## config.mk

```make
export PLATFORM = sky130hd
export DESIGN_NAME = ddo_mul
export DESIGN_NICKNAME = d
export VERILOG_FILES = /design/src/hdl/ddo_pkg.sv /design/src/hdl/ddo_mul.sv
export SDC_FILE = /design/constraint.sdc
export NUM_CORES = 2
export LEC_CHECK = 0
export CAP_MARGIN = 5
export CORE_AREA = 8 8 244 293
export CTS_BUF_LIST = sky130_fd_sc_hd__clkbuf_4
export CTS_CLUSTER_DIAMETER = 80
export DETAILED_ROUTE_END_ITERATION = 16
export DIE_AREA = 0 0 252 301
export DONT_BUFFER_PORTS = 1
export MAX_ROUTING_LAYER = met4
export PLACE_DENSITY = 0.75
export SKIP_CTS_REPAIR_TIMING = 1
export SYNTH_ARGS = -nofsm -noshare
export SYNTH_HDL_FRONTEND = slang
export SYNTH_SLANG_ARGS = --single-unit
```

## constraint.sdc

```tcl
create_clock -name clk -period 18.25 [get_ports clk]
set_input_delay 0.9125 -clock clk [delete_from_list [all_inputs] [get_ports clk]]
set_output_delay 0.9125 -clock clk [all_outputs]
set_load 0.02 [all_outputs]
```

## src/hdl/ddo_pkg.sv

```systemverilog
`timescale 1ns / 1ps

package ddo_pkg;

    // Field widths
    localparam int TICK_W     = 32;
    localparam int FACTOR_W   = 24;
    localparam int POS_W      = 48;
    localparam int HEAD_W     = 32;
    localparam int CFG_IDX_W  = 2;
    localparam int CFG_DATA_W = 32;

    // Default build options
    localparam int CORDIC_ITERATIONS_DEF = 16;
    localparam int FRAC_BITS_DEF         = 16;

    // Configuration register indexes
    localparam logic [CFG_IDX_W-1:0] REG_LEFT_MPT      = 2'd0;
    localparam logic [CFG_IDX_W-1:0] REG_RIGHT_MPT     = 2'd1;
    localparam logic [CFG_IDX_W-1:0] REG_INV_WHEELBASE = 2'd2;

    // Configuration reset values
    localparam logic [FACTOR_W-1:0] LEFT_MPT_RST      = 24'd56921;
    localparam logic [FACTOR_W-1:0] RIGHT_MPT_RST     = 24'd59388;
    localparam logic [FACTOR_W-1:0] INV_WHEELBASE_RST = 24'd66873;

    // Factor and heading scaling
    localparam int FACTOR_FRAC = 24;
    localparam int IBW_FRAC    = 16;
    localparam int INC_SHIFT   = 30;

    // Angles in Q.30
    localparam longint ANG_PI       = 64'sd3373259426;
    localparam longint ANG_TWO_PI   = 64'sd6746518852;
    localparam longint ANG_HALF_PI  = 64'sd1686629713;
    localparam longint CORDIC_START = 64'sd652032874;

    // Shared multiplier widths
    localparam int MUL_A_W = 34;
    localparam int MUL_B_W = 32;
    localparam int MUL_P_W = MUL_A_W + MUL_B_W;

    // Cosine and sine in Q.29
    localparam int TRIG_W = 32;

    typedef struct packed {
        logic signed [TRIG_W-1:0] cos_q29;
        logic signed [TRIG_W-1:0] sin_q29;
    } trig_t;

    // Arctangent of 2^-k in Q.30, rounded to nearest
    localparam int ATAN_W = 30;
    localparam logic [ATAN_W-1:0] ARCTAN_Q30 [32] = '{
        30'd843314857, 30'd497837829, 30'd263043837, 30'd133525159,
        30'd67021687,  30'd33543516,  30'd16775851,  30'd8388437,
        30'd4194283,   30'd2097149,   30'd1048576,   30'd524288,
        30'd262144,    30'd131072,    30'd65536,     30'd32768,
        30'd16384,     30'd8192,      30'd4096,      30'd2048,
        30'd1024,      30'd512,       30'd256,       30'd128,
        30'd64,        30'd32,        30'd16,        30'd8,
        30'd4,         30'd2,         30'd1,         30'd0
    };

endpackage

```

## src/hdl/ddo_mul.sv

```systemverilog
`timescale 1ns / 1ps

module ddo_mul import ddo_pkg::*;
(
    input  logic                      clk,
    input  logic signed [MUL_A_W-1:0] a,
    input  logic signed [MUL_B_W-1:0] b,
    output logic signed [MUL_P_W-1:0] p
);

    logic signed [MUL_P_W-1:0] p_reg;

    // Register the full signed product
    always_ff @(posedge clk)
    begin
        p_reg <= MUL_P_W'(a) * MUL_P_W'(b);
    end

    assign p = p_reg;

endmodule

```

==> metrics.cfg <==
[outcome]
status = completed

[synth]
synth.most_common_cell = fa_1
syn_nets = 5609
yosys-top-cells-area = fa_1 58%, inv_1 10%, and2_1 8.4%, ha_1 5.9%, nand2_1 5.3%
yosys_warnings = 0
synth.avg_cell_area_um2 = 9.424
yosysTopAreaCellShare_pct = 57.59
ys_seq_area_share_pct = 3.329
synth_ff_type = dfxtp_1
async_flop_share_pct = 0
synth_edf_count = 0
netlist.top_cell.by_area = fa_1
synth_area_um2 = 39690
synth_seq_cells = 66
synth_cell_types = 61
synth.top_cells.by_count = 1,142 x fa_1, 1,053 x inv_1, 565 x nand2_1, 534 x and2_1, 219 x clkbuf_1
syn_inst = 4212

[cells_and_area]
largest_reg_flops = 66
syn_to_final_growth_pct = 1.097
layout.nets = 5399
drive_gt1_share_pct = 1.173

[grt]
overflow = 0
first_global_vias = 31580
grt_pass1_wl_um = 170500
track_usage_pct = 29.98
antenna_found_initial = 2
grt_max_degree = 35

[sta]
timing.fmax_mhz = 120.7
setup_viol = 0
finalHoldViolations = 0
timing.final.max_slew_violations = 0
slew_headroom_pct = 30.88
finalCritPeriodShare_pct = 45.42
finalCriticalPeriod_ns = 8.288
grt_setup_unrepaired = false
final.setup.tns_ns = 0
worst_pin_slew_ns = 1.023

[detailed_routing]
wire_per_inst_um = 20.85
wl_met2_um = 52270
wl_met3_um = 6863
wl_met1_um = 35560
drtPass1Iterations = 6
dr_total_vias = 27360
drc = 0
ant_nets = 0
routed_wl_um = 102400
drt_iter0_markers = 1725
highest_layer = met4
viasPerCell = 5.568

[setup_path]
slowest_delay_ns = 0.82
slowest_stage = a2111oi_1
crit_path_frequent_cell = fa_1
cp-start-kind = input port
path_cells = nand2_1, inv_1, fa_1, fa_1, fa_1, buf_4, inv_1, fa_1, inv_1, fa_1, inv_1, fa_1, fa_1, fa_1, inv_1, ha_1, a21oi_1, nand3_1, a2111oi_1, a21o_1, and3_4, o21ai_0, o41ai_1, xnor2_1
crit_type = in2reg
end_kind = register
arrival_ns = 8.84
worst-endpoint-required_ns = 18.80
worstPathMaxFanout = 34

[clock_tree]
cts_buffers = 9
cts_root_buf = clkbuf_4
clockBufferDepth = 2
cts_sinks = 66
htree_levels = 3
cts_tree = yes
clkTransAtPathRegs_ns = 0.16

[floorplanning]
die_x_um = 252
start_util_pct = 59.58
coreArea_um2 = 66620
row_count = 104
dieArea_um2 = 75850
num_io_pins = 133
die_h_um = 301

[placement]
dp.final_hpwl_um = 83400
place.gp.congestion = 0.9633
place.port_buffers = 0

[worst_hold_path]
hp-class = in2reg

[run]
max_cap_viol_count = 0

## metrics by stage
stage | instance area (um2) | setup WS (ns) | hold slack (ns) | std cells | util (%)
2_1_floorplan | 39690 | 10.09 | 1.040 | 4212 | -
3_3_place_gp | 40000 | 9.476 | 1.041 | 4892 | 60.05
3_5_place_dp | 40000 | 9.495 | 1.062 | 4892 | 60.05
4_1_cts | 40120 | 10.17 | 0.3582 | 4908 | 60.21
5_1_grt | 40130 | 9.649 | 0.3783 | 4912 | 60.23
6_report | 40130 | 9.962 | 0.4261 | 4913 | 60.23
## cells by family after synthesis
family | Yosys count | share of synthesized area, %
compound gates | 219 | 3.792
xor+xnor | 73 | 1.611
fa+ha+maj | 1330 | 63.52
buf+inv | 1280 | 12.13
flops | 66 | 3.329
simple gates | 1244 | 15.62
## routing by layer
metal / track usage (%) / up-vias
li1: - / 11540
met4: 18.20 / 0
met5: - / -
met1: 33.22 / 14310
met3: 4.955 / 380
met2: 50.64 / 1126
## worst paths after layout
check             startpoint            end  slack (ns)  cells past startpoint
setup / recovery        b[2]  p[61]$_DFF_P_        9.96                     24
hold / removal          b[0]   p[0]$_DFF_P_        0.43                      1
## cell type report
type                    instances  area [um2]
multi-input cells            2866       33560
fillers                      5652       26490
inverters                    1053        3953
flip-flops and latches         66        1321
well taps                     901        1127
clock buffers                   9       67.56
clock inverters                 7       45.04
repair buffers                  6       45.04
diodes                          5       12.51
## worst max-delay path, delay by kind of cell
family,cells,cell delay (ns)
buf+inv,6,0.66
simple gates,3,0.58
xor+xnor,1,0.16
compound gates,5,1.95
fa+ha+maj,9,4.51
## cells in the final DEF (no fill, tap or decap), types with 3 or more instances in the layout
master,count
fa_1,1142
inv_1,1053
nand2_1,565
and2_1,534
ha_1,188
a21oi_1,73
dfxtp_1,66
nor2_1,64
xnor2_1,52
o21ai_0,35
a21o_1,32
nand3_1,21
xor2_1,21
nand2b_1,14
nor3_1,10
nand4_1,10
o21bai_1,10
a31oi_1,10
clkbuf_4,9
o211ai_1,8
nor2b_1,8
and3_1,6
a211oi_1,6
buf_4,6
diode_2,5
o22ai_1,3
o211a_1,3
a21boi_0,3
o41ai_1,3
or2_2,3
clkinvlp_4,3
Power is not shown: default switching activity piles up to over one toggle a cycle in this logic, so the estimate is an artifact.
