<file path="config.mk">
export PLATFORM = sky130hd
export DESIGN_NAME = ddo_cordic
export DESIGN_NICKNAME = d
export VERILOG_FILES = /design/src/hdl/ddo_pkg.sv /design/src/hdl/ddo_cordic.sv
export SDC_FILE = /design/constraint.sdc
export NUM_CORES = 1
export LEC_CHECK = 0
export BUFFER_PORTS_ARGS = -buffer_cell sky130_fd_sc_hd__buf_2
export CORE_UTILIZATION = 52
export DETAILED_ROUTE_END_ITERATION = 8
export PLACE_DENSITY = 0.71
export SLEW_MARGIN = 25
export SYNTH_ARGS = -nofsm -noshare
export SYNTH_HDL_FRONTEND = slang
export SYNTH_SLANG_ARGS = --single-unit
</file>
<file path="constraint.sdc">
create_clock -name clk -period 6.62 [get_ports clk]
set_clock_uncertainty 0.2 [all_clocks]
set_input_delay 1.324 -clock clk [delete_from_list [all_inputs] [get_ports clk]]
set_output_delay 1.324 -clock clk [all_outputs]
set_load 0.02 [all_outputs]
</file>
<file path="src/hdl/ddo_pkg.sv">
`timescale 1ns / 1ps

package ddo_pkg;

    // Field widths
    localparam int TICK_W     = 32;
    localparam int FACTOR_W   = 24;
    localparam int POS_W      = 48;
    localparam int HEAD_W     = 32;
    localparam int CFG_IDX_W  = 2;
    localparam int CFG_DATA_W = 32;

    // Default build options
    localparam int CORDIC_ITERATIONS_DEF = 16;
    localparam int FRAC_BITS_DEF         = 16;

    // Configuration register indexes
    localparam logic [CFG_IDX_W-1:0] REG_LEFT_MPT      = 2'd0;
    localparam logic [CFG_IDX_W-1:0] REG_RIGHT_MPT     = 2'd1;
    localparam logic [CFG_IDX_W-1:0] REG_INV_WHEELBASE = 2'd2;

    // Configuration reset values
    localparam logic [FACTOR_W-1:0] LEFT_MPT_RST      = 24'd56921;
    localparam logic [FACTOR_W-1:0] RIGHT_MPT_RST     = 24'd59388;
    localparam logic [FACTOR_W-1:0] INV_WHEELBASE_RST = 24'd66873;

    // Factor and heading scaling
    localparam int FACTOR_FRAC = 24;
    localparam int IBW_FRAC    = 16;
    localparam int INC_SHIFT   = 30;

    // Angles in Q.30
    localparam longint ANG_PI       = 64'sd3373259426;
    localparam longint ANG_TWO_PI   = 64'sd6746518852;
    localparam longint ANG_HALF_PI  = 64'sd1686629713;
    localparam longint CORDIC_START = 64'sd652032874;

    // Shared multiplier widths
    localparam int MUL_A_W = 34;
    localparam int MUL_B_W = 32;
    localparam int MUL_P_W = MUL_A_W + MUL_B_W;

    // Cosine and sine in Q.29
    localparam int TRIG_W = 32;

    typedef struct packed {
        logic signed [TRIG_W-1:0] cos_q29;
        logic signed [TRIG_W-1:0] sin_q29;
    } trig_t;

    // Arctangent of 2^-k in Q.30, rounded to nearest
    localparam int ATAN_W = 30;
    localparam logic [ATAN_W-1:0] ARCTAN_Q30 [32] = '{
        30'd843314857, 30'd497837829, 30'd263043837, 30'd133525159,
        30'd67021687,  30'd33543516,  30'd16775851,  30'd8388437,
        30'd4194283,   30'd2097149,   30'd1048576,   30'd524288,
        30'd262144,    30'd131072,    30'd65536,     30'd32768,
        30'd16384,     30'd8192,      30'd4096,      30'd2048,
        30'd1024,      30'd512,       30'd256,       30'd128,
        30'd64,        30'd32,        30'd16,        30'd8,
        30'd4,         30'd2,         30'd1,         30'd0
    };

endpackage

</file>
<file path="src/hdl/ddo_cordic.sv">
`timescale 1ns / 1ps

module ddo_cordic import ddo_pkg::*;
#(
    parameter int CORDIC_ITERATIONS = CORDIC_ITERATIONS_DEF,
    parameter int FRAC_BITS         = FRAC_BITS_DEF
)
(
    input  logic                     clk,
    input  logic                     rst_n,
    input  logic                     start,
    input  logic signed [HEAD_W-1:0] heading,
    output logic                     done,
    output trig_t                    trig
);

    localparam int ANG_W = HEAD_W + 30 - FRAC_BITS;
    localparam int RW    = ANG_W + 1;
    localparam int SHIFT = 30 - FRAC_BITS;
    localparam int CNT_W = $clog2(CORDIC_ITERATIONS);
    localparam int XY_W  = 34;
    localparam int ZW    = 35;
    localparam int LOW_W = 34;

    localparam logic [RW-1:0] MOD_LAST  = RW'(ANG_TWO_PI);
    localparam logic [RW-1:0] MOD_START = MOD_LAST << (ANG_W - 32);

    localparam logic signed [ZW-1:0]   PI_Z      = ZW'(ANG_PI);
    localparam logic signed [ZW-1:0]   TWO_PI_Z  = ZW'(ANG_TWO_PI);
    localparam logic signed [ZW-1:0]   HALF_PI_Z = ZW'(ANG_HALF_PI);
    localparam logic signed [XY_W-1:0] X_START   = XY_W'(CORDIC_START);
    localparam logic [CNT_W-1:0]       CNT_LAST  = CNT_W'(CORDIC_ITERATIONS - 1);

    typedef enum logic [2:0] {C_IDLE, C_RED, C_WRAP, C_FLIP, C_ITER, C_OUT} cstate_t;

    cstate_t    state_reg, state_next;
    logic       neg_reg;
    logic       flip_reg;
    logic       done_reg;
    logic [CNT_W-1:0] cnt_reg;

    logic [RW-1:0]           r_reg;
    logic [RW-1:0]           m_reg;
    logic signed [ZW-1:0]    z_reg;
    logic signed [XY_W-1:0]  x_reg;
    logic signed [XY_W-1:0]  y_reg;
    trig_t                   trig_reg;

    logic [HEAD_W:0]         head_ext;
    logic [HEAD_W:0]         abs_h;
    logic [RW-1:0]           r_init;
    logic [RW-1:0]           r_red;
    logic signed [ZW-1:0]    r_low;
    logic signed [ZW-1:0]    z_wrap;
    logic                    z_gt;
    logic                    z_lt;
    logic [4:0]              k;
    logic signed [XY_W-1:0]  x_sh;
    logic signed [XY_W-1:0]  y_sh;
    logic signed [ZW-1:0]    atan;
    logic signed [XY_W-1:0]  x_half;
    logic signed [XY_W-1:0]  y_half;
    logic signed [TRIG_W-1:0] c_out;
    logic signed [TRIG_W-1:0] s_out;

    // Magnitude of the angle in Q.30
    always_comb
    begin
        head_ext = {heading[HEAD_W-1], heading};
        abs_h    = heading[HEAD_W-1] ? (~head_ext + 1'b1) : head_ext;
        r_init   = RW'(abs_h) << SHIFT;
    end

    // One restoring step of the reduction modulo two pi
    assign r_red = (r_reg >= m_reg) ? (r_reg - m_reg) : r_reg;

    // Restore the sign and fold into plus or minus pi
    always_comb
    begin
        r_low = signed'(ZW'(r_reg[LOW_W-1:0]));
        if (r_low > PI_Z)
        begin
            z_wrap = neg_reg ? (TWO_PI_Z - r_low) : (r_low - TWO_PI_Z);
        end
        else
        begin
            z_wrap = neg_reg ? -r_low : r_low;
        end
    end

    assign z_gt = z_reg > HALF_PI_Z;
    assign z_lt = z_reg < -HALF_PI_Z;

    // One rotation step
    always_comb
    begin
        k    = 5'(cnt_reg);
        x_sh = x_reg >>> k;
        y_sh = y_reg >>> k;
        atan = signed'(ZW'(ARCTAN_Q30[k]));
    end

    // Scale to Q.29 and undo the half-turn fold
    always_comb
    begin
        x_half = x_reg >>> 1;
        y_half = y_reg >>> 1;
        c_out  = flip_reg ? -TRIG_W'(x_half) : TRIG_W'(x_half);
        s_out  = flip_reg ? -TRIG_W'(y_half) : TRIG_W'(y_half);
    end

    // Sequence the phases
    always_comb
    begin
        state_next = state_reg;
        unique case (state_reg)
            C_IDLE: if (start) state_next = C_RED;
            C_RED:  if (m_reg == MOD_LAST) state_next = C_WRAP;
            C_WRAP: state_next = C_FLIP;
            C_FLIP: state_next = C_ITER;
            C_ITER: if (cnt_reg == CNT_LAST) state_next = C_OUT;
            C_OUT:  state_next = C_IDLE;
            default: state_next = C_IDLE;
        endcase
    end

    // Hold state and control flags
    always_ff @(posedge clk or negedge rst_n)
    begin
        if (!rst_n)
        begin
            state_reg <= C_IDLE;
            neg_reg   <= 1'b0;
            flip_reg  <= 1'b0;
            done_reg  <= 1'b0;
            cnt_reg   <= '0;
        end
        else
        begin
            state_reg <= state_next;
            done_reg  <= (state_reg == C_OUT);
            if (state_reg == C_IDLE && start)
            begin
                neg_reg <= heading[HEAD_W-1];
            end
            if (state_reg == C_FLIP)
            begin
                flip_reg <= z_gt || z_lt;
                cnt_reg  <= '0;
            end
            if (state_reg == C_ITER)
            begin
                cnt_reg <= cnt_reg + 1'b1;
            end
        end
    end

    // Advance the angle and vector registers
    always_ff @(posedge clk)
    begin
        case (state_reg)
            C_IDLE:
            begin
                r_reg <= r_init;
                m_reg <= MOD_START;
            end
            C_RED:
            begin
                r_reg <= r_red;
                m_reg <= m_reg >> 1;
            end
            C_WRAP:
            begin
                z_reg <= z_wrap;
            end
            C_FLIP:
            begin
                if (z_gt)
                begin
                    z_reg <= z_reg - PI_Z;
                end
                else if (z_lt)
                begin
                    z_reg <= z_reg + PI_Z;
                end
                x_reg <= X_START;
                y_reg <= '0;
            end
            C_ITER:
            begin
                if (!z_reg[ZW-1])
                begin
                    x_reg <= x_reg - y_sh;
                    y_reg <= y_reg + x_sh;
                    z_reg <= z_reg - atan;
                end
                else
                begin
                    x_reg <= x_reg + y_sh;
                    y_reg <= y_reg - x_sh;
                    z_reg <= z_reg + atan;
                end
            end
            C_OUT:
            begin
                trig_reg.cos_q29 <= c_out;
                trig_reg.sin_q29 <= s_out;
            end
            default:
            begin
                r_reg <= r_reg;
            end
        endcase
    end

    assign done = done_reg;
    assign trig = trig_reg;

endmodule

</file>
==> results.txt <==
----------------------------------------------------
[Status]
  Status ... complete, no violations

[Timing]
  Slew at the pin closest to its max-slew limit ... about 1.1 ns
  Max Slew Vio Count ... 0
  Post-route worst setup slack ... ~0.34 ns
  Final critical-path share of the clock period ... between 90% and 100%
  Highest attainable clock frequency ... between 0.15 and 0.2 GHz
  Final hold viol count ... 0
  Minimum clock period after layout ... 6.282 ns
  Relative max-transition margin ... between 20% and 30%
  # setup viols final ... 0

[Setup path]
  Worst path max stage delay ... between 0.6 and 0.7 ns
  Reg2reg path depth ... 18
  Max stage delay cell, worst path ... sky130_fd_sc_hd__a2111oi_0
  Number of buffer and inverter instances along the worst setup path ... 1
  Data required time at the worst endpoint ... around 6.7 ns
  Top cell family by delay on the critical path ... simple AND/OR/NAND/NOR gates
  Ordered list of cells on the worst path ... or4_1 -> or3_1 -> nor4_1 -> a31oi_1 -> nand2_1 -> or2_2 -> inv_1 -> ha_1 -> a2111oi_0 -> nand2_1 -> a31oi_1 -> o31ai_1 -> a21oi_1 -> o21ai_0 -> nand3_1 -> o21ai_0 -> nor4_1 -> o211ai_1
  Worst endpoint data arrival time ... 6.38 ns
  Endpoint kind of the worst setup timing path ... flip-flop
  Max Fanout on Critical Path ... 17
  Number of cells on the critical path ... 18
  Critical Path Start Type ... flip-flop
  Reg-to-reg slack, setup ... approximately 0.34 ns
  Kind of critical path ... reg2reg

[Clock tree]
  Clock tree from TritonCTS ... done
  CTS Buffer Depth ... 3
  Clock-pin slew on the worst setup and hold paths ... around 0.06 ns
  TritonCTS Sinks ... 271
  Library cell used as clock root buffer ... sky130_fd_sc_hd__clkbuf_16
  CTS H-tree lvls ... 2
  Clk_lat worst skew ... a little under 0.6 ns
  Number of CTS-inserted buffers ... 34
  Post-CTS setup-driven buffer insertion count ... 0

[Detailed routing]
  Post-route ant nets ... 0
  WL/cell ... 20.29 µm
  First-pass DRT Iterations ... 6
  Total via count in the routed design ... between 20000 and 30000
  Number of vias per cell ... ~6.4
  Total wirelength of the detailed-routed design ... between 80 and 90 mm
  Count of routing violations after the opening detailed-route iteration ... about 2900
  Remaining design rule violation count ... 0

[Die]
  Width of the die ... ~240 µm
  Area enclosed by the die boundary ... ~0.058 mm²
  Standard-cell rows ... 87
  Placeable core region ... between 0.05 and 0.06 mm²
  Die H ... between 200 and 250 µm
  Initial Utilization ... a little over half
  Number of top-level pins ... 100

[Yosys]
  Post-synthesis instance area ... 0.02973 mm²
  Flops & latches, synth ... roughly 270
  Number of distinct library cells after synthesis ... 94
  Ys Warns ... 0
  Prevailing post-synth register cell ... sky130_fd_sc_hd__edfxtp_1
  Number of synthesized flops with an enable pin ... approximately 260
  Synthesized netlist cell count ... 3483
  Portion of the post-synthesis area used by sequential elements ... between 20% and 30%
  Mean instance size in the synthesized netlist ... roughly 8.5 µm²
  Post-synth net total ... 3719
  Proportion of synthesized flip-flops having asynchronous set or reset ... roughly 3.7%

[Layout]
  Antenna Cells ... 0
  Number of nets in the layout ... 3700
  Total of fill cells in the finished design ... roughly 5300
  Final core occ ... between 50% and 60%
  Area Overhead vs Synth ... 7.025%
  Max reg flops ... 64
  Layout cells sized above 1 ... under 10%
  Total area of multi-input combinational cells ... 0.02029 mm²
  Combined flip-flop and latch cell area ... ~0.0081 mm²

[Run]
  Number of maximum-capacitance constraint violations ... 0

[Placement]
  Worst setup slack before clock tree synthesis ... between 0.1 and 0.15 ns
  Gpl congestion ... 0.9567
  Port Buf Inserts ... 99
  Half-perimeter wire length after placement ... between 60 and 70 mm

[Worst hold path]
  Hold WC Path Type ... reg2reg
  Worst hold stages ... 2

[GRT]
  Number of global-route vias before repair ... between 20000 and 25000
  Global router's overall resource usage ... 29.18%
  GR Overflow Total ... 0
  Initial antenna violation count ... 0
  First-pass GRT wire length ... 134.4 mm
  Largest net degree at the start of global routing ... 95

----------------------------------------------------
## path summary, 6_finish.rpt
kind | startpoint | endpoint
hold reg to reg | m_reg[25]$_SDFFCE_PN0P_ | m_reg[24]$_SDFFCE_PN1P_
setup / recovery | z_reg[33]$_DFFE_PP_ | z_reg[34]$_DFFE_PP_
setup reg to reg | z_reg[33]$_DFFE_PP_ | z_reg[34]$_DFFE_PP_
max in group asynchronous | rst_n | flip_reg$_DFFE_PN0P_
min in group asynchronous | rst_n | cnt_reg[3]$_DFFE_PN0N_
hold / removal | m_reg[25]$_SDFFCE_PN0P_ | m_reg[24]$_SDFFCE_PN1P_
## worst reg2reg max path, cell delays in order, from the launching register on
cell	delay [ns]
sky130_fd_sc_hd__edfxtp_1	0.46
sky130_fd_sc_hd__or4_1	0.57
sky130_fd_sc_hd__or3_1	0.38
sky130_fd_sc_hd__nor4_1	0.43
sky130_fd_sc_hd__a31oi_1	0.14
sky130_fd_sc_hd__nand2_1	0.26
sky130_fd_sc_hd__or2_2	0.18
sky130_fd_sc_hd__inv_1	0.34
sky130_fd_sc_hd__ha_1	0.56
sky130_fd_sc_hd__a2111oi_0	0.66
sky130_fd_sc_hd__nand2_1	0.11
sky130_fd_sc_hd__a31oi_1	0.25
sky130_fd_sc_hd__o31ai_1	0.11
sky130_fd_sc_hd__a21oi_1	0.24
sky130_fd_sc_hd__o21ai_0	0.25
sky130_fd_sc_hd__nand3_1	0.14
sky130_fd_sc_hd__o21ai_0	0.08
sky130_fd_sc_hd__nor4_1	0.48
sky130_fd_sc_hd__o211ai_1	0.19
## cell families (layout without fill, tap and decap cells)
kind of cell / Yosys count / count (layout) / synth area share [%]
AOI/OAI and AO/OA: 1070 / 1070 / 23.06
and+or+nand+nor: 1062 / 1062 / 17.32
xor gates and xnor gates: 360 / 360 / 10.61
buffers and inverters: 341 / 347 / 4.735
DFF: 271 / 271 / 27.21
adders and majority gates: 202 / 202 / 8.620
muxes: 177 / 177 / 8.447
## layout by cell type, fill, tap and decap left out, types with 44 or more instances in the layout
master / instances
sky130_fd_sc_hd__buf_4: 58
sky130_fd_sc_hd__xor2_1: 124
sky130_fd_sc_hd__xnor2_1: 236
sky130_fd_sc_hd__nor3_1: 60
sky130_fd_sc_hd__o21ai_0: 254
sky130_fd_sc_hd__buf_2: 99
sky130_fd_sc_hd__nand2b_1: 53
sky130_fd_sc_hd__mux2i_1: 87
sky130_fd_sc_hd__nor2_1: 299
sky130_fd_sc_hd__o31ai_1: 44
sky130_fd_sc_hd__mux4_2: 46
sky130_fd_sc_hd__inv_1: 123
sky130_fd_sc_hd__a21oi_1: 265
sky130_fd_sc_hd__ha_1: 196
sky130_fd_sc_hd__nand3_1: 73
sky130_fd_sc_hd__nand2_1: 291
sky130_fd_sc_hd__edfxtp_1: 261
sky130_fd_sc_hd__a31oi_1: 56
sky130_fd_sc_hd__a21o_1: 122
## area by class of cell
cell class              instances  area share, %
repair buffers                158          2.989
clock inverters                14         0.3539
inverters                     128          1.514
flip-flops and latches        271          25.47
clock buffers                  47          2.922
multi-input cells            2871          63.78
well taps                     756          2.973
## synthesized netlist by cell type, types with 87 or more instances
cell	number	area, µm²
sky130_fd_sc_hd__o21ai_0	255	1276
sky130_fd_sc_hd__a21oi_1	265	1326
sky130_fd_sc_hd__a21o_1	122	915.9
sky130_fd_sc_hd__xor2_1	124	1086
sky130_fd_sc_hd__edfxtp_1	261	7838
sky130_fd_sc_hd__mux2i_1	87	870.8
sky130_fd_sc_hd__inv_1	123	461.7
sky130_fd_sc_hd__xnor2_1	236	2067
sky130_fd_sc_hd__nand2_1	291	1092
sky130_fd_sc_hd__ha_1	196	2452
sky130_fd_sc_hd__nor2_1	301	1130
sky130_fd_sc_hd__clkbuf_1	142	533.0
## layer usage
layer,vias to the layer above,GRT usage (%),part of all wire [%],wire (µm)
li1,13001,-,-,-
met1,12661,42.07,44,38220
met2,1214,44.69,44,37530
met3,154,4.667,9.2,7933
met4,0,8.688,2.8,2451
met5,-,0,0,0
## repair_timing
item / 4_1_cts / 5_1_grt
setup endpoints to repair: 0 / 15
hold buffers: 0 / 0
gates resized for setup: 0 / 6
## stage by stage
step / std cells / TNS (ns) / hold slack [ns] / instance area, µm²
finish: 4245 / 0 / 0.3507 / 31820
global route: 4245 / -0.02040 / 0.3747 / 31820
CTS: 4245 / 0 / 0.3454 / 31790
detailed placement: 4184 / 0 / 0.3366 / 30750
global placement: 4184 / 0 / 0.3289 / 30750
floorplan: 3483 / 0 / 0.2987 / 29730
Power is left out: the tool's default activity adds up to more than one toggle a clock period on the data nets, which glitch-free logic cannot reach.
